## src/hdl/cvsr_pkg.sv

```systemverilog
// cvsr_pkg: shared widths, reset values, register indexes and transaction types
// for the step recorder. No dependencies; used by every module under hdl.
package cvsr_pkg;

	localparam int ADC_W        = 12;
	localparam int STEP_OUT_W   = 4;
	localparam int DEB_W        = 8;
	localparam int BLINK_W      = 10;
	localparam int LEVELS_W     = 4;
	localparam int IN_DATA_W    = 16;
	localparam int OUT_DATA_W   = 32;

	localparam int DEF_STEPS       = 16;
	localparam int DEF_SAMPLE_BITS = 12;

	localparam logic [DEB_W-1:0]   DEB_RESET   = 8'd20;
	localparam logic [BLINK_W-1:0] BLINK_RESET = 10'd250;

	// configuration register map
	localparam int CFG_IDX_W  = 1;
	localparam int CFG_DATA_W = 10;
	localparam logic [CFG_IDX_W-1:0] CFG_DEBOUNCE_TICKS = 1'd0;
	localparam logic [CFG_IDX_W-1:0] CFG_BLINK_TICKS    = 1'd1;

	typedef struct packed {
		logic                  en;
		logic [CFG_IDX_W-1:0]  idx;
		logic [CFG_DATA_W-1:0] data;
	} cvsr_cfg_wr_t;

	// classified tick, front to back
	typedef struct packed {
		logic             trig;
		logic             mode;
		logic [ADC_W-1:0] sample;
	} cvsr_evt_t;

	// result transaction, step_event in bit 0
	typedef struct packed {
		logic                  led_on;
		logic                  recording_mode;
		logic [ADC_W-1:0]      served_value;
		logic [STEP_OUT_W-1:0] served_step;
		logic [ADC_W-1:0]      dac_value;
		logic                  dac_write;
		logic                  step_event;
	} cvsr_res_t;

endpackage

```

## src/hdl/cvsr_front.sv

```systemverilog
// cvsr_front: edge detection and button debounce; turns each input transaction
// into a trigger/mode event. Depends on cvsr_pkg.
module cvsr_front (
	input  logic                       clk,
	input  logic                       arst_n,
	input  cvsr_pkg::cvsr_cfg_wr_t     cfg_wr,
	input  logic                       push,
	input  logic [cvsr_pkg::IN_DATA_W-1:0] in_data,
	output cvsr_pkg::cvsr_evt_t        evt
);

	logic [cvsr_pkg::LEVELS_W-1:0] lvl;
	logic [cvsr_pkg::LEVELS_W-1:0] prev_q;
	logic [cvsr_pkg::LEVELS_W-1:0] rise;
	logic [cvsr_pkg::DEB_W-1:0]    deb_q;
	logic [cvsr_pkg::DEB_W-1:0]    deb_eff;
	logic [cvsr_pkg::DEB_W-1:0]    tw_q, tw_d;
	logic [cvsr_pkg::DEB_W-1:0]    mw_q, mw_d;
	logic                          t_act, m_act;

	// bit 0 trig button, 1 mode button, 2 trig pulse, 3 mode pulse
	assign lvl     = in_data[cvsr_pkg::LEVELS_W-1:0];
	assign rise    = lvl & ~prev_q;
	assign deb_eff = (deb_q == '0) ? cvsr_pkg::DEB_W'(1) : deb_q;

	always_comb begin
		tw_d  = tw_q;
		t_act = 1'b0;
		if (tw_q != '0) begin
			tw_d  = tw_q - cvsr_pkg::DEB_W'(1);
			t_act = (tw_d == '0) && lvl[0];
		end else if (rise[0]) begin
			tw_d = deb_eff;
		end
	end

	always_comb begin
		mw_d  = mw_q;
		m_act = 1'b0;
		if (mw_q != '0) begin
			mw_d  = mw_q - cvsr_pkg::DEB_W'(1);
			m_act = (mw_d == '0) && lvl[1];
		end else if (rise[1]) begin
			mw_d = deb_eff;
		end
	end

	assign evt.trig   = t_act || rise[2];
	assign evt.mode   = m_act || rise[3];
	assign evt.sample = in_data[cvsr_pkg::IN_DATA_W-1:cvsr_pkg::LEVELS_W];

	always_ff @(posedge clk or negedge arst_n) begin
		if (!arst_n) begin
			prev_q <= '0;
			tw_q   <= '0;
			mw_q   <= '0;
			deb_q  <= cvsr_pkg::DEB_RESET;
		end else begin
			if (cfg_wr.en && cfg_wr.idx == cvsr_pkg::CFG_DEBOUNCE_TICKS) begin
				deb_q <= cfg_wr.data[cvsr_pkg::DEB_W-1:0];
			end
			if (push) begin
				prev_q <= lvl;
				tw_q   <= tw_d;
				mw_q   <= mw_d;
			end
		end
	end

	// a running wait counts down by exactly one per transaction
	a_wait_dec: assert property (@(posedge clk) disable iff (!arst_n)
		(push && tw_q != '0) |=> (tw_q == $past(tw_q) - cvsr_pkg::DEB_W'(1)))
		else $error("trigger debounce wait did not count down");

endmodule

```

## src/hdl/cvsr_fifo.sv

```systemverilog
// cvsr_fifo: two-entry event queue between front and back.
// Depends on cvsr_pkg for the event type.
module cvsr_fifo (
	input  logic                clk,
	input  logic                arst_n,
	input  logic                push,
	input  cvsr_pkg::cvsr_evt_t push_evt,
	input  logic                pop,
	output cvsr_pkg::cvsr_evt_t head,
	output logic                full,
	output logic                empty
);

	localparam int DEPTH = 2;
	localparam int CNT_W = $clog2(DEPTH + 1);
	localparam int PTR_W = $clog2(DEPTH);

	cvsr_pkg::cvsr_evt_t ent_q [DEPTH];
	logic [PTR_W-1:0]    wr_q, rd_q;
	logic [CNT_W-1:0]    cnt_q;

	assign full  = (cnt_q == CNT_W'(DEPTH));
	assign empty = (cnt_q == '0);
	assign head  = ent_q[rd_q];

	always_ff @(posedge clk) begin
		if (push) begin
			ent_q[wr_q] <= push_evt;
		end
	end

	always_ff @(posedge clk or negedge arst_n) begin
		if (!arst_n) begin
			wr_q  <= '0;
			rd_q  <= '0;
			cnt_q <= '0;
		end else begin
			if (push) begin
				wr_q <= wr_q + PTR_W'(1);
			end
			if (pop) begin
				rd_q <= rd_q + PTR_W'(1);
			end
			if (push && !pop) begin
				cnt_q <= cnt_q + CNT_W'(1);
			end else if (pop && !push) begin
				cnt_q <= cnt_q - CNT_W'(1);
			end
		end
	end

	a_no_underrun: assert property (@(posedge clk) disable iff (!arst_n)
		pop |-> !empty)
		else $error("event queue popped while empty");

	a_no_overrun: assert property (@(posedge clk) disable iff (!arst_n)
		push |-> !full)
		else $error("event queue pushed while full");

endmodule

```

## src/hdl/cvsr_back.sv

```systemverilog
// cvsr_back: step store, pointer, mode and LED blink; executes queued events
// and holds the result register. Depends on cvsr_pkg.
module cvsr_back #(
	parameter int STEPS       = cvsr_pkg::DEF_STEPS,
	parameter int SAMPLE_BITS = cvsr_pkg::DEF_SAMPLE_BITS
) (
	input  logic                   clk,
	input  logic                   arst_n,
	input  cvsr_pkg::cvsr_cfg_wr_t cfg_wr,
	input  logic                   q_empty,
	input  cvsr_pkg::cvsr_evt_t    head,
	output logic                   pop,
	output logic                   res_valid,
	input  logic                   res_ready,
	output cvsr_pkg::cvsr_res_t    res
);

	localparam int PTR_W = $clog2(STEPS);

	logic [SAMPLE_BITS-1:0]  mem_q [STEPS];
	logic [STEPS-1:0]        vld_q;
	logic [PTR_W-1:0]        ptr_q, ptr_nxt;
	logic [SAMPLE_BITS-1:0]  rd_q;
	logic                    rd_vld_q;
	logic [SAMPLE_BITS-1:0]  stored;
	logic [SAMPLE_BITS-1:0]  samp;
	logic [SAMPLE_BITS-1:0]  served;
	logic [cvsr_pkg::ADC_W+SAMPLE_BITS-1:0]   samp_ext;
	logic [cvsr_pkg::ADC_W+SAMPLE_BITS-1:0]   served_ext;
	logic [cvsr_pkg::STEP_OUT_W+PTR_W-1:0]    ptr_ext;

	logic                         rec_q, rec_d;
	logic                         led_q, led_d;
	logic [cvsr_pkg::BLINK_W-1:0] blink_q;
	logic [cvsr_pkg::BLINK_W-1:0] cnt_q, cnt_d;
	logic [cvsr_pkg::BLINK_W-1:0] reload;
	logic                         out_vld_q;
	cvsr_pkg::cvsr_res_t          out_q, res_d;

	assign pop       = !q_empty && (!out_vld_q || res_ready);
	assign res_valid = out_vld_q;
	assign res       = out_q;

	// rd_q always holds the entry at ptr_q, prefetched when the pointer moves
	assign stored   = rd_vld_q ? rd_q : '0;
	assign samp_ext = {{SAMPLE_BITS{1'b0}}, head.sample};
	assign samp     = samp_ext[SAMPLE_BITS-1:0];
	assign served   = rec_q ? samp : stored;
	assign served_ext = {{cvsr_pkg::ADC_W{1'b0}}, served};
	assign ptr_ext  = {{cvsr_pkg::STEP_OUT_W{1'b0}}, ptr_q};
	assign ptr_nxt  = (ptr_q == PTR_W'(STEPS - 1)) ? '0 : ptr_q + PTR_W'(1);
	assign reload   = (blink_q == '0) ? cvsr_pkg::BLINK_W'(1) : blink_q;

	always_comb begin
		rec_d = rec_q;
		led_d = led_q;
		cnt_d = cnt_q;
		if (head.mode) begin
			rec_d = !rec_q;
			led_d = 1'b1;
			cnt_d = reload;
		end else if (rec_q) begin
			if (cnt_q <= cvsr_pkg::BLINK_W'(1)) begin
				led_d = !led_q;
				cnt_d = reload;
			end else begin
				cnt_d = cnt_q - cvsr_pkg::BLINK_W'(1);
			end
		end
	end

	always_comb begin
		res_d                = '0;
		res_d.recording_mode = rec_d;
		res_d.led_on         = led_d;
		if (head.trig) begin
			res_d.step_event   = 1'b1;
			res_d.served_step  = ptr_ext[cvsr_pkg::STEP_OUT_W-1:0];
			res_d.served_value = served_ext[cvsr_pkg::ADC_W-1:0];
			if (!rec_q) begin
				res_d.dac_write = 1'b1;
				res_d.dac_value = served_ext[cvsr_pkg::ADC_W-1:0];
			end
		end
	end

	always_ff @(posedge clk) begin
		if (pop && head.trig) begin
			if (rec_q) begin
				mem_q[ptr_q] <= samp;
			end
			rd_q <= mem_q[ptr_nxt];
		end
		if (pop) begin
			out_q <= res_d;
		end
	end

	always_ff @(posedge clk or negedge arst_n) begin
		if (!arst_n) begin
			vld_q     <= '0;
			ptr_q     <= '0;
			rd_vld_q  <= 1'b0;
			rec_q     <= 1'b1;
			led_q     <= 1'b1;
			cnt_q     <= cvsr_pkg::BLINK_RESET;
			blink_q   <= cvsr_pkg::BLINK_RESET;
			out_vld_q <= 1'b0;
		end else begin
			if (cfg_wr.en && cfg_wr.idx == cvsr_pkg::CFG_BLINK_TICKS) begin
				blink_q <= cfg_wr.data[cvsr_pkg::BLINK_W-1:0];
			end
			if (pop) begin
				rec_q     <= rec_d;
				led_q     <= led_d;
				cnt_q     <= cnt_d;
				out_vld_q <= 1'b1;
				if (head.trig) begin
					if (rec_q) begin
						vld_q[ptr_q] <= 1'b1;
					end
					rd_vld_q <= vld_q[ptr_nxt];
					ptr_q    <= ptr_nxt;
				end
			end else if (res_ready) begin
				out_vld_q <= 1'b0;
			end
		end
	end

	a_ptr_wrap: assert property (@(posedge clk) disable iff (!arst_n)
		(pop && head.trig) |=> (ptr_q == (($past(ptr_q) == PTR_W'(STEPS - 1)) ?
			PTR_W'(0) : $past(ptr_q) + PTR_W'(1))))
		else $error("step pointer did not advance modulo the step count");

	a_mode_led: assert property (@(posedge clk) disable iff (!arst_n)
		(pop && head.mode) |=> (led_q && rec_q != $past(rec_q)))
		else $error("mode event did not toggle mode and light the LED");

endmodule

```

## src/hdl/cv_step_recorder.sv

```systemverilog
// cv_step_recorder: top level; wires front, event queue and back together.
// Depends on cvsr_pkg, cvsr_front, cvsr_fifo and cvsr_back.
//
// Takes one transaction per clock cycle while the event queue is not full and
// returns one result per transaction in order. An accepted transaction is queued,
// then executed into the result register, held until taken. The front (edge
// detect, debounce) and the back (step store, mode, LED blink, result register)
// run independently through a two-entry queue, so the input keeps accepting up
// to two transactions while a finished result waits. The step store is held
// as zero after reset through per-entry valid bits; there is no clearing pass.
module cv_step_recorder #(
	parameter int STEPS       = cvsr_pkg::DEF_STEPS,
	parameter int SAMPLE_BITS = cvsr_pkg::DEF_SAMPLE_BITS
) (
	input  logic                            clk,
	input  logic                            arst_n,
	input  logic                            s_tvalid,
	output logic                            s_tready,
	// [0] trig_button_level, [1] mode_button_level, [2] trig_pulse_level,
	// [3] mode_pulse_level, [15:4] adc_sample
	input  logic [cvsr_pkg::IN_DATA_W-1:0]  s_tdata,
	output logic                            m_tvalid,
	input  logic                            m_tready,
	// [0] step_event, [1] dac_write, [13:2] dac_value, [17:14] served_step,
	// [29:18] served_value, [30] recording_mode, [31] led_on
	output logic [cvsr_pkg::OUT_DATA_W-1:0] m_tdata,
	input  logic                            cfg_valid,
	output logic                            cfg_ready,
	input  logic [cvsr_pkg::CFG_IDX_W-1:0]  cfg_index,
	input  logic [cvsr_pkg::CFG_DATA_W-1:0] cfg_data
);

	cvsr_pkg::cvsr_cfg_wr_t cfg_wr;
	cvsr_pkg::cvsr_evt_t    evt, head;
	cvsr_pkg::cvsr_res_t    res;
	logic                   push, pop, q_full, q_empty;

	assign cfg_ready   = 1'b1;
	assign cfg_wr.en   = cfg_valid;
	assign cfg_wr.idx  = cfg_index;
	assign cfg_wr.data = cfg_data;

	assign s_tready = !q_full;
	assign push     = s_tvalid && !q_full;
	assign m_tdata  = res;

	cvsr_front u_front (
		.clk     (clk),
		.arst_n  (arst_n),
		.cfg_wr  (cfg_wr),
		.push    (push),
		.in_data (s_tdata),
		.evt     (evt)
	);

	cvsr_fifo u_fifo (
		.clk      (clk),
		.arst_n   (arst_n),
		.push     (push),
		.push_evt (evt),
		.pop      (pop),
		.head     (head),
		.full     (q_full),
		.empty    (q_empty)
	);

	cvsr_back #(
		.STEPS       (STEPS),
		.SAMPLE_BITS (SAMPLE_BITS)
	) u_back (
		.clk       (clk),
		.arst_n    (arst_n),
		.cfg_wr    (cfg_wr),
		.q_empty   (q_empty),
		.head      (head),
		.pop       (pop),
		.res_valid (m_tvalid),
		.res_ready (m_tready),
		.res       (res)
	);

endmodule

```

## config.mk

```make
export PLATFORM = sky130hd
export DESIGN_NAME = cv_step_recorder
export DESIGN_NICKNAME = d
export VERILOG_FILES = /design/src/hdl/cvsr_pkg.sv /design/src/hdl/cvsr_front.sv /design/src/hdl/cvsr_fifo.sv /design/src/hdl/cvsr_back.sv /design/src/hdl/cv_step_recorder.sv
export SDC_FILE = /design/constraint.sdc
export NUM_CORES = 1
export LEC_CHECK = 0
export BUFFER_PORTS_ARGS = -buffer_cell sky130_fd_sc_hd__buf_2
export CAP_MARGIN = 10
export CORE_ASPECT_RATIO = 1.5
export CORE_UTILIZATION = 50
export CTS_BUF_LIST = sky130_fd_sc_hd__clkbuf_2 sky130_fd_sc_hd__clkbuf_4 sky130_fd_sc_hd__clkbuf_8
export DETAILED_ROUTE_END_ITERATION = 6
export PLACE_DENSITY = 0.78
export SKIP_CTS_REPAIR_TIMING = 1
export SYNTH_ARGS = -nofsm -noshare
export SYNTH_HDL_FRONTEND = slang
export SYNTH_HIERARCHICAL = 1
export SYNTH_SLANG_ARGS = --single-unit
```

## constraint.sdc

```tcl
create_clock -name clk -period 4.15 [get_ports clk]
set_input_delay 0.2075 -clock clk [delete_from_list [all_inputs] [get_ports clk]]
set_output_delay 0.2075 -clock clk [all_outputs]
set_load 0.1 [all_outputs]
```

### Yosys cells after proc, flatten, opt, wreduce, memory -nomap -nowiden

Memories as Yosys holds them, arrays and structs flattened. A register that Yosys moved wholly into a read port is not among the register bits.
Index checks and enable logic that the tools add are counted.

| word-level totals | value |
|---|---|
| bits in writable memories | 220 |
| output and inout port bits | 35 |
| word-level logic and storage cells | 114 |
| memories | 2 |
| register bits after elaboration | 108 |

Memory list:

| memory | words | width | read ports | clocked after Yosys merged registers in | wr ports | line | RTL |
|---|---|---|---|---|---|---|---|
| u_back.mem_q | 16 | 12 | 1 | 1 | 1 | cvsr_back.sv:20 | `logic [SAMPLE_BITS-1:0] mem_q [STEPS];` |
| u_fifo.ent_q | 2 | 14 | 1 | 0 | 1 | cvsr_fifo.sv:18 | `cvsr_pkg::cvsr_evt_t ent_q [DEPTH];` |

| cells by class | value |
|---|---|
| muxes and demuxes | 33 |
| equality and inequality tests | 2 |
| add/sub/neg operators | 8 |
| reduce and logical (&&, ||, !) cells | 38 |
| magnitude comparators | 4 |
| bitwise gates (word level) | 5 |

Operator list:

| kind | count |
|---|---|
| 10-bit two-way mux | 4 |
| 8-bit two-way mux | 5 |
| 8-bit logical NOT | 3 |
| 12-bit two-way mux | 2 |
| 1-bit two-way mux | 17 |
| 16-bit OR | 1 |
| 8-bit nonzero test | 2 |
| 8-bit by 1-bit subtractor with 8-bit output, second input constant | 2 |
| 10-bit by 1-bit less-or-equal comparator with 1-bit output, second input constant | 1 |
| 1-bit logical AND | 10 |
| 10-bit logical NOT | 1 |
| 4-bit by 5-bit < comparator with 1-bit output, second input constant | 2 |
| 2-bit nonzero test | 5 |
| 10-bit by 1-bit subtractor with 10-bit output, second input constant | 1 |
| 2-bit AND reduction | 4 |
| 1-bit logical NOT | 7 |
| 4-bit by 1-bit adder with 4-bit output, second input constant | 1 |
| 4-bit bitwise AND | 1 |
| 1-bit binary-select mux with 4-bit select | 1 |
| 1-bit demux with 4-bit select | 1 |
| 4-bit == test, second input constant | 1 |
| 4-bit by 1-bit >= comparator with 1-bit output, second input constant | 1 |
| 2-bit two-way mux | 2 |
| 4-bit two-way mux | 1 |
| 10 further kinds | 14 |

### Logic depth before layout (Yosys ltp)

Gate-level depths: netlist of the first run.

| logic depth | value |
|---|---|
| word-level depth | 7 |
| mapped depth | 9 |
| mapped depth without buffers | 7 |

### By module

Netlist of the first run, hierarchy kept.

Modules (own cells, without submodules):

| module | times used | cells each | area an instance (µm²) |
|---|---|---|---|
| cvsr_back | 1 | 615 | 11089.4 |
| cvsr_front | 1 | 193 | 1800.5 |
| cvsr_fifo | 1 | 60 | 1249.9 |
| cv_step_recorder | 1 | 4 | 21.3 |

### Worst setup path before layout of the first run

OpenSTA, ideal clock, no wires.

| timing path | value |
|---|---|
| path type | register to register |
| start | reg u_back.out_vld_q, in the netlist u_back/res_valid |
| end | reg u_back.ptr_q[2] |
| path slack | 587 ps |
| stages on the path, launching flop included | 7 |
| buffers on the path | 0 |
| setup time | 123 ps |
| data arrival time | 3440 ps |
| cell sequence | dfrtp_1 > nor2b_1 > nor2_1 > nand2_1 > clkinv_1 > nand2_1 > xnor2_1 |

| on the way | value |
|---|---|
| cells in the longest elaborated chain, start to end | 4 |

RTL lines:

| what | line | RTL |
|---|---|---|
| from (decl) | cvsr_back.sv:37 | `logic out_vld_q;` |
| from (signal assigned) | cvsr_back.sv:108 | `out_vld_q <= 1'b0;` |
| from (signal assigned) | cvsr_back.sv:117 | `out_vld_q <= 1'b1;` |
| from (signal assigned) | cvsr_back.sv:126 | `out_vld_q <= 1'b0;` |
| 1-bit logical NOT | cvsr_back.sv:40 | `assign pop = !q_empty && (!out_vld_q \|\| res_ready);` |
| 1-bit logical OR | cvsr_back.sv:40 |  |
| 1-bit logical AND | cvsr_back.sv:40 |  |
| via pop | cv_step_recorder.sv:36 | `logic push, pop, q_full, q_empty;` |
| 2-bit AND reduction (no line) | n/a |  |
| to (signal assigned) | cvsr_back.sv:123 | `ptr_q <= ptr_nxt;` |
| to (decl) | cvsr_back.sv:22 | `logic [PTR_W-1:0] ptr_q, ptr_nxt;` |

The timed path passes the listed nets, and every way through them passes these cells.
A chain may end at the register's enable or synchronous reset.

### Final worst setup path of the first run

| timing path | value |
|---|---|
| start | reg u_back.ptr_q[0] |
| end | reg u_back.rd_q[9] (read register of u_back.mem_q) (data pin) |

| on the way | value |
|---|---|
| cells in the longest elaborated chain, start to end | 2 |
| elaborated cells on any way between the ends | 3 |
| classes of those cells | 1 x add/sub; 1 x eq/ne; 1 x mux |

RTL lines:

| what | line | RTL |
|---|---|---|
| 4-bit by 1-bit adder with 4-bit output / 4-bit == test (equally long branches) | cvsr_back.sv:51 | `assign ptr_nxt = (ptr_q == PTR_W'(STEPS - 1)) ? '0 : ptr_q + PTR_W'(1);` |
| 4-bit two-way mux * | cvsr_back.sv:51 |  |
| via u_back.ptr_nxt[1] | cvsr_back.sv:22 |  |
| to (decl) | cvsr_back.sv:23 | `logic [SAMPLE_BITS-1:0] rd_q;` |

The timed path passes the listed nets; every way through them passes the cells marked *.

==> impl_metrics.json, run 1 <==
{
  "r2r_cells": 6,
  "status": "complete, no violations",
  "grt_pass1_wl_um": 44700,
  "p_leak_nw": 5.84,
  "seq_power_share": 0.408,
  "core_um2": 27900,
  "place_congestion": 0.842,
  "num_vias": 7944,
  "clk_latency_ns": 0.58,
  "die-area_um2": 29000,
  "start_util": 0.508,
  "drc_errors": 0,
  "ir_worst_vdd_uv": 673,
  "cts_buffers": 48,
  "antenna_left": 0,
  "antenna_found_initial": 0,
  "worst_slew_pin_slew_ns": 1.09,
  "numPortBuffers": 65,
  "p_switching_mw": 4.83,
  "rows": 75,
  "ctsRootBufferMaster": "clkbuf_8",
  "power_density_nw_per_um2": 785,
  "avgViaCountPerCell": 5.79,
  "io_pins": 67,
  "seq_area_frac_synth": 0.696,
  "rsz0062_at_grt": "false",
  "syn-cell-area_um2": 14200,
  "wirelength_um": 29100,
  "diodes": 0,
  "nFillCells": 2100,
  "clockBufferDepth": 3,
  "die_h_um": 208,
  "ys_types": 66,
  "critical_path_class": "flip-flop to flip-flop",
  "tns_ns": 0,
  "post-route-util": 0.577,
  "yosysWarnings": 6,
  "p_sw_frac": 0.383,
  "p_clk_frac": 0.197,
  "grt_use_total": 0.205,
  "min_to": "u_back/res_valid",
  "avgSynthCellArea_um2": 16.2,
  "setup_ws_ns": 1.34,
  "critical_path_arrival_ns": 3.13,
  "final_layout_size_suffix_gt1_frac": 0.303,
  "cts_tree": "yes",
  "hold_start": "m_tready",
  "slew_headroom": 0.261,
  "synth_nets": 918,
  "routedWlPerCell_um": 21.2,
  "reg2reg_slack_ns": 1.34,
  "synthFlopType": "edfxtp_1",
  "cap_violations": 0,
  "worstHoldPathType": "input port to flip-flop",
  "period_share": 0.678,
  "post-dp-hpwl_um": 18700,
  "setup_viol": 0,
  "nets": 1033,
  "fp.dieW_um": 139,
  "period_minus_slack_ns": 2.81,
  "report.final.hold_viol_count": 0,
  "worst_setup_path_end_kind": "flip-flop",
  "grt_pass1_vias": 8170,
  "clkTransAtPathRegs_ns": 0.06,
  "grt_start_max_net_pins": 77,
  "cp.required_ns": 4.46,
  "maxSlewViolCount": 0,
  "drtPass1Iterations": 5,
  "finalClockSkew_ns": 0.0163,
  "synth-seq-cells": 340,
  "fmax_mhz": 355,
  "intPower_mw": 7.78,
  "overflow": 0,
  "p_total_mw": 12.6,
  "rr_endpoint": "u_back/rd_q[9]",
  "drtIter0Drc": 634,
  "syn_inst": 872,
  "synth-edff-count": 264,
  "combinationalPowerShare": 0.394,
  "async_flop_share": 0.224,
  "hold_path_depth": 3,
  "synthToLayoutAreaGrowth_pct": 13.5,
  "cts_num_sinks": 340,
  "critPathMaxFanout": 31,
  "reg2reg_from": "u_back/ptr_q[0]",
  "htreeDepth": 2,
  "worstSetupStartpointType": "flip-flop",
  "place_ws_ns": 1.32
}
[stage by stage]
step	std cells	hold slack [ns]	area, um2
after CTS	1346	-0.194	15800
after detailed placement	1256	0.399	14900
after global placement	1256	0.396	14900
after floorplan	872	-0.0881	14200
after global routing	1373	0.00689	16100
final	1373	0.0164	16100
[power by group through the flow]
| stage | Sequential [mW] | Combinational [mW] | Clock (mW) |
|---|---|---|---|
| after floorplan | 6.05 | 3.07 | 0 |
| after detailed placement | 5.21 | 4.98 | 0 |
| after global placement | 5.18 | 4.89 | 0 |
| final | 5.15 | 4.97 | 2.49 |
| after global routing | 5.23 | 5.34 | 2.68 |
| after CTS | 5.15 | 4.99 | 2.54 |
[cells by family (layout without fill, tap and decap cells)]
family	after synthesis	after routing	share of synthesized area
AO/OA/AOI/OAI	135	135	0.0677
flip-flops	340	340	0.696
adder cells (fa/ha/maj)	14	14	0.0124
XOR/XNOR	12	12	0.00742
AND/OR/NAND/NOR	206	206	0.0763
multiplexers	88	88	0.113
buffers and inverters	76	231	0.0277
other	1	1	0.000265
[metal layers]
metal,share of wire,GRT usage,vias up
met5,0,0,-
met4,0.036,0.0866,0
met3,0.058,0.0357,72
met2,0.55,0.389,267
met1,0.36,0.223,4000
li1,-,-,3605
[layout make-up]
cell class	instances	area, um2	share of cell area
Timing Repair Buffer	119	826	0.0514
Clock inverter	20	92.6	0.00576
Inverter	22	82.6	0.00514
Tap cell	346	433	0.0269
Sequential cell	340	9850	0.613
Clock buffer	70	832	0.0518
Multi-Input combinational cell	456	3960	0.246
[registers in the layout, summed over array words and instances (netlist names)]
| signal | flops |
|---|---|
| u_back/mem_q | 192 |
| u_back/res | 32 |
| u_fifo/ent_q | 28 |
| u_back/vld_q | 16 |
| u_back/rd_q | 12 |
| u_back/blink_q | 10 |
| u_back/cnt_q | 10 |
| u_front/deb_q | 8 |
| u_front/mw_q | 8 |
| u_front/tw_q | 8 |
| u_back/ptr_q | 4 |
| u_front/prev_q | 4 |
| u_fifo/cnt_q | 2 |
| u_back/led_q | 1 |
| u_back/rd_vld_q | 1 |
| u_back/rec_q | 1 |
| u_back/res_valid | 1 |
| u_fifo/rd_q | 1 |
| u_fifo/wr_q | 1 |
[synth_stat cells (21+ instances only)]
library cell / number / area share
dfrtp_1: 60 / 0.11
inv_1: 21 / 0.0056
nand2_1: 53 / 0.014
o21ai_0: 26 / 0.0092
nor2_1: 37 / 0.0098
nor2b_1: 21 / 0.0093
edfxtp_1: 264 / 0.56
mux4_2: 51 / 0.081
mux2_2: 25 / 0.020
a22oi_1: 40 / 0.021
clkbuf_1: 22 / 0.0058
[critical path: stages (launching register included)]
cell     delay, ns
dfrtp_1       0.51
inv_1         0.17
ha_4          0.67
buf_12        0.30
mux4_2        0.52
a22oi_1       0.24
nand2_1       0.09
[placed cells by master, fill, tap and decap left out, types with 25 or more instances in the layout]
master         synthesis  final
a22oi_1               40     40
buf_4                 14     26
nand2_1               53     53
nor2_1                37     36
dfrtp_1               60     60
buf_2                 13     64
clkbuf_8               0     49
mux2_2                25     25
mux4_2                51     51
o21ai_0               26     26
dlygate4sd3_1          0     27
edfxtp_1             264    264
[worst max path at each step]
stage                          start              end  slack, ns  depth (start not counted)
global route         u_back/ptr_q[0]   u_back/rd_q[9]       1.17                          6
global placement     u_back/ptr_q[0]   u_back/rd_q[1]       1.41                          6
finish               u_back/ptr_q[0]   u_back/rd_q[9]       1.34                          6
detailed placement   u_back/ptr_q[0]   u_back/rd_q[9]       1.32                          6
CTS                  u_back/ptr_q[0]   u_back/rd_q[9]       1.33                          6
floorplan           u_back/res_valid  u_back/ptr_q[2]       0.59                          6
Note: power is estimated with default switching activity, not from simulation.
==> run 2, diff against run 1 <==
Settings changed: ABC_AREA set to 1.
Clock period 4.15 ns to 2.65 ns, I/O delays scaled along.
==> run 2 against run 1 <==
  * The flow now finishes with violations (negative hold slack)
  * Setup slack worse by 1.0 ns
  * Non-clock buffer count up 9
  * Wire length up 13%
  * Area after synthesis up 5.1%
  * Sequential cell count unchanged
  * Clock-buffer cell count down 10
  * Synthesized cell count up 55%
  * Fmax up 19%
  * Via count up 26%
  * Critical path type unchanged
==> impl_metrics.json, run 2 <==
{
  "cp_slowest_stage_delay_ns": 0.44,
  "fp.dieW_um": 143,
  "nets": 1509,
  "die_h_um": 213,
  "hold_start": "s_tvalid",
  "rows": 77,
  "critical_path_class": "flip-flop to flip-flop",
  "post-route-util": 0.573,
  "power_density_nw_per_um2": 1250,
  "htreeDepth": 2,
  "clockBufferDepth": 3,
  "syn_inst": 1353,
  "cp_common_cell": "nand3_1",
  "critPathLaunch": "u_back/ptr_q[1]",
  "drtPass1Iterations": 5,
  "finalInstanceArea_um2": 16800,
  "largest-register": "u_back/mem_q",
  "finalClockSkew_ns": 0.0352,
  "synth_nets": 1399,
  "period_share": 0.891,
  "final_cells": 1895,
  "start_util": 0.507,
  "overflow": 0,
  "die-area_um2": 30500,
  "grt_pass1_wl_um": 51000,
  "avgSynthCellArea_um2": 11.0,
  "place_congestion": 0.854,
  "setup_viol": 0,
  "ys_types": 41,
  "synth_common_cells": "264 x edfxtp_1, 215 x nand2_1, 174 x inv_1",
  "final_layout_size_suffix_gt1_frac": 0.185,
  "drtIter0Drc": 834,
  "cts_buffers": 48,
  "synthToLayoutAreaGrowth_pct": 13.2,
  "synth-edff-count": 264,
  "cts_tree": "yes",
  "post-dp-hpwl_um": 22200,
  "worstSetupStartpointType": "flip-flop",
  "syn-cell-area_um2": 14900,
  "yosysWarnings": 6,
  "synthTopCellsByArea": "edfxtp_1 53%, dfrtp_1 10%, nand2_1 5.4%",
  "antenna_left": 0,
  "grt_use_total": 0.223,
  "antenna_found_initial": 0,
  "critPathMaxFanout": 103,
  "fmax_mhz": 423,
  "clk_latency_ns": 0.60,
  "async_flop_share": 0.224,
  "slew_headroom": 0.556,
  "critical_path_arrival_ns": 2.69,
  "worstHoldPathType": "input port to flip-flop",
  "cpMaxStageDelayCell": "dfrtp_1",
  "layout.cells.most_common": "edfxtp_1",
  "diodes": 0,
  "violations": "negative hold slack",
  "place_area_um2": 15600,
  "clkTransAtPathRegs_ns": 0.07,
  "status": "complete, but fails checks",
  "worst_setup_path_end_kind": "flip-flop",
  "layout_common_cells": "264 x edfxtp_1, 215 x nand2_1, 174 x inv_1",
  "grt_start_max_net_pins": 104,
  "cts_num_sinks": 340,
  "reg2reg_from": "u_back/ptr_q[1]",
  "report.final.hold_viol_count": 1,
  "numPortBuffers": 65,
  "synthFlopType": "edfxtp_1",
  "ir_worst_vdd_uv": 817,
  "core_um2": 29400,
  "worst_slew_pin_slew_ns": 0.666,
  "wirelength_um": 33000,
  "crit_chain": "ha_1 > nand3_2 > nand2_4 > buf_12 > a21oi_1 > o21ai_0 > nand3_1 > nand3_1 > nand2_1",
  "p_leak_nw": 6.95,
  "yosysTopAreaCell": "edfxtp_1",
  "ctsRootBufferMaster": "clkbuf_8",
  "cp.required_ns": 2.98,
  "io_pins": 67,
  "grt_pass1_vias": 10000,
  "avgViaCountPerCell": 5.29,
  "rsz0062_at_grt": "false",
  "hold_ws_ns": -0.00367,
  "period_minus_slack_ns": 2.36,
  "cap_violations": 0,
  "yosysMostFrequentCell": "edfxtp_1",
  "seq_area_frac_synth": 0.662,
  "maxSlewViolCount": 0,
  "synth-seq-cells": 340,
  "drc_errors": 0,
  "dp_cells": 1779,
  "num_vias": 10000,
  "routedWlPerCell_um": 17.4,
  "synth_top_area_share": 0.532,
  "largest_register_ffs": 192
}
[run 2: area by class of cell]
class                           instances  area, um2
Inverter                              184        691
Sequential cell                       340       9850
Tap cell                              395        494
Timing Repair Buffer                  128        911
Fill cell                            2332      12500
Multi-Input combinational cell        761       3990
Clock inverter                         27        163
Clock buffer                           60        751
[run 2: worst max-delay path: cells and delay by family, from the launching register on]
kind	cells	cell delay, ns
AOI/OAI and AO/OA	2	0.20
DFF	1	0.44
and+or+nand+nor	5	0.77
adders and majority gates	1	0.30
buffers and inverters	1	0.37
[run 2: logic make-up after synthesis]
| group | count (synthesis) | share of synthesized area |
|---|---|---|
| simple gates | 458 | 0.133 |
| flops | 340 | 0.662 |
| compound gates | 258 | 0.0951 |
| buf+inv | 252 | 0.0750 |
| mux | 20 | 0.0174 |
| fa+ha+maj | 14 | 0.0118 |
| xor+xnor | 10 | 0.00588 |
| other cells | 1 | 0.000252 |
[run 2: path summary, 6_finish.rpt]
check                      slack, ns                 to  cells past startpoint
setup reg to reg                0.29     u_back/rd_q[4]                      9
setup / recovery                0.29     u_back/rd_q[4]                      9
max in group asynchronous       1.76    u_back/cnt_q[6]                      3
hold reg to reg                 0.46    u_back/vld_q[2]                      2
min in group asynchronous       0.11    u_back/cnt_q[2]                      2
hold / removal                -0.004  u_front/prev_q[0]                      5
[run 2: per-layer routing]
| metal | vias to the layer above | part of all wire | track usage |
|---|---|---|---|
| met5 | - | 0 | 0 |
| met4 | 0 | 0.053 | 0.132 |
| met3 | 103 | 0.044 | 0.0351 |
| met2 | 309 | 0.56 | 0.429 |
| met1 | 4783 | 0.34 | 0.224 |
| li1 | 4824 | - | - |
[run 2: report_power, final]
group	total (mW)	leakage [nW]	internal [mW]	switching, mW
Combinational	9.26	3.23	2.43	6.84
Clock	3.93	0.471	1.98	1.95
Sequential	7.85	3.26	7.31	0.537
Total	21.0	6.95	11.7	9.32
[run 2: stage by stage]
step	TNS, ns	setup WS [ns]	power [mW]
6_report	0	0.288	21.0
5_1_grt	0	0.0951	22.3
4_1_cts	0	0.321	21.1
3_5_place_dp	0	0.346	17.1
3_3_place_gp	0	0.394	16.9
2_1_floorplan	-16.76	-0.116	14.8
==> run 3, diff against run 2 <==
Settings changed: CELL_PAD_IN_SITES_DETAIL_PLACEMENT set to 0, CELL_PAD_IN_SITES_GLOBAL_PLACEMENT set to 1, PLACE_DENSITY 0.78 to 0.91.
==> run 3 against run 2 <==
  * The flow still finishes with violations (negative hold slack)
  * Cell area up 0.64%
  * Power grew 1.9%
  * Clock-buffer cell count stayed put
  * First-iteration DRC count is 3.7% higher
  * Largest power group unchanged
==> impl_metrics.json, run 3 (synthesis gave the netlist of run 2 again) <==
{
  "status": "complete, but fails checks",
  "violations": "negative hold slack",
  "met2_usage": 0.431,
  "clkTransAtPathRegs_ns": 0.07,
  "layout_common_cells": "264 x edfxtp_1, 215 x nand2_1, 174 x inv_1",
  "ir_worst_vdd_uv": 1080,
  "wirelength_um": 33700,
  "place_congestion": 0.936,
  "ctsRootBufferMaster": "clkbuf_8",
  "htreeDepth": 2,
  "clk_latency_ns": 0.59,
  "cp.required_ns": 2.96,
  "critPathMaxFanout": 29,
  "die-area_um2": 30500,
  "cap_violations": 0,
  "drtPass1Iterations": 6,
  "r2r_cells": 9,
  "worstHoldPathType": "input port to flip-flop",
  "clockBufferDepth": 3,
  "grt_start_max_net_pins": 100,
  "routedWlPerCell_um": 17.8,
  "critical_path_class": "flip-flop to flip-flop",
  "antenna_left": 0,
  "reg2reg_slack_ns": 0.29,
  "antenna_found_initial": 0,
  "cts_buffers": 47,
  "maxSlewViolCount": 0,
  "grt_use_total": 0.228,
  "top_usage_layer": "met2",
  "final_layout_size_suffix_gt1_frac": 0.188,
  "layout.cells.most_common": "edfxtp_1",
  "gr-usage-met3": 0.0324,
  "p_leak_nw": 6.99,
  "num_vias": 10000,
  "drc_errors": 0,
  "post-dp-hpwl_um": 21900,
  "largest_register_ffs": 192,
  "rr_endpoint": "u_back/rd_q[7]",
  "reg2reg_from": "u_back/ptr_q[0]",
  "worst_setup_path_end_kind": "flip-flop",
  "post-route-util": 0.577,
  "finalClockSkew_ns": 0.0247,
  "hold_ws_ns": -0.0207,
  "nets": 1507,
  "critPathLaunch": "u_back/ptr_q[0]",
  "setup_viol": 0,
  "fmax_mhz": 424,
  "tns_ns": 0,
  "fp.dieW_um": 143,
  "diodes": 0,
  "avgViaCountPerCell": 5.29,
  "start_util": 0.507,
  "multi_input_area_um2": 3990,
  "nFillCells": 2389,
  "period_minus_slack_ns": 2.36,
  "finalInstanceArea_um2": 17000,
  "worst_slew_pin_slew_ns": 0.748,
  "largest-register": "u_back/mem_q",
  "period_share": 0.890,
  "drtIter0Drc": 865,
  "rsz0062_at_grt": "false",
  "rows": 77,
  "use_met1": 0.243,
  "cts_num_sinks": 340,
  "worstSetupStartpointType": "flip-flop",
  "slew_headroom": 0.501,
  "place_area_um2": 15700,
  "grt_pass1_vias": 9998,
  "die_h_um": 213,
  "grt_pass1_wl_um": 52100,
  "critical_path_arrival_ns": 2.67,
  "register_area_um2": 9850,
  "io_pins": 67,
  "core_um2": 29400,
  "critPathCapture": "u_back/rd_q[7]",
  "power_density_nw_per_um2": 1260,
  "cts_tree": "yes",
  "report.final.hold_viol_count": 2,
  "numPortBuffers": 65,
  "overflow": 0,
  "synthToLayoutAreaGrowth_pct": 13.9
}
-- run 3: final cells by class --
type	instances	area share
multi-input combinational	761	0.235
clock buffer	60	0.0450
sequential	340	0.581
inverter	184	0.0407
tap	395	0.0291
clock inverter	28	0.0149
timing repair buffer	127	0.0540
-- run 3: worst max-delay path, cell delays in order (launching register included) --
cell and delay, ns:
dfrtp_1 0.45, inv_2 0.22, ha_1 0.29, inv_2 0.29, buf_12 0.23, a21oi_1 0.06
o21ai_0 0.11, nand3_1 0.13, nand3_1 0.23, nand2_1 0.08
-- run 3: power by group --
group / switching [mW] / leakage (nW) / total (mW) / internal (mW)
logic: 6.84 / 3.22 / 9.28 / 2.44
registers: 0.560 / 3.26 / 7.87 / 7.31
clock network: 1.99 / 0.513 / 4.30 / 2.31
total: 9.39 / 6.99 / 21.4 / 12.1
-- run 3: how the worst min path moves through the flow --
stage | start | to | slack (ns) | cells past startpoint
final | s_tvalid | u_front/prev_q[2] | -0.02 | 4
after detailed placement | arst_n | u_back/cnt_q[2] | 0.25 | 1
after global routing | s_tvalid | u_front/prev_q[0] | 0.01 | 5
after global placement | arst_n | u_back/cnt_q[2] | 0.24 | 1
after floorplan | arst_n | u_back/blink_q[0] | -0.16 | 0
after CTS | arst_n | u_back/cnt_q[2] | -0.38 | 1
-- run 3: stage by stage --
| stage | cells | power [mW] | setup WS, ns |
|---|---|---|---|
| after floorplan | 1353 | 14.8 | -0.116 |
| after global placement | 1778 | 17.0 | 0.393 |
| after detailed placement | 1778 | 17.2 | 0.313 |
| after CTS | 1866 | 21.5 | 0.292 |
| after global routing | 1895 | 22.7 | 0.150 |
| final | 1895 | 21.4 | 0.292 |
-- run 3: layer usage --
layer  up-vias  wire (um)
met5         -          0
met4         0       1630
met3        82       1520
met2       304      18700
met1      4824      11800
li1       4807          -
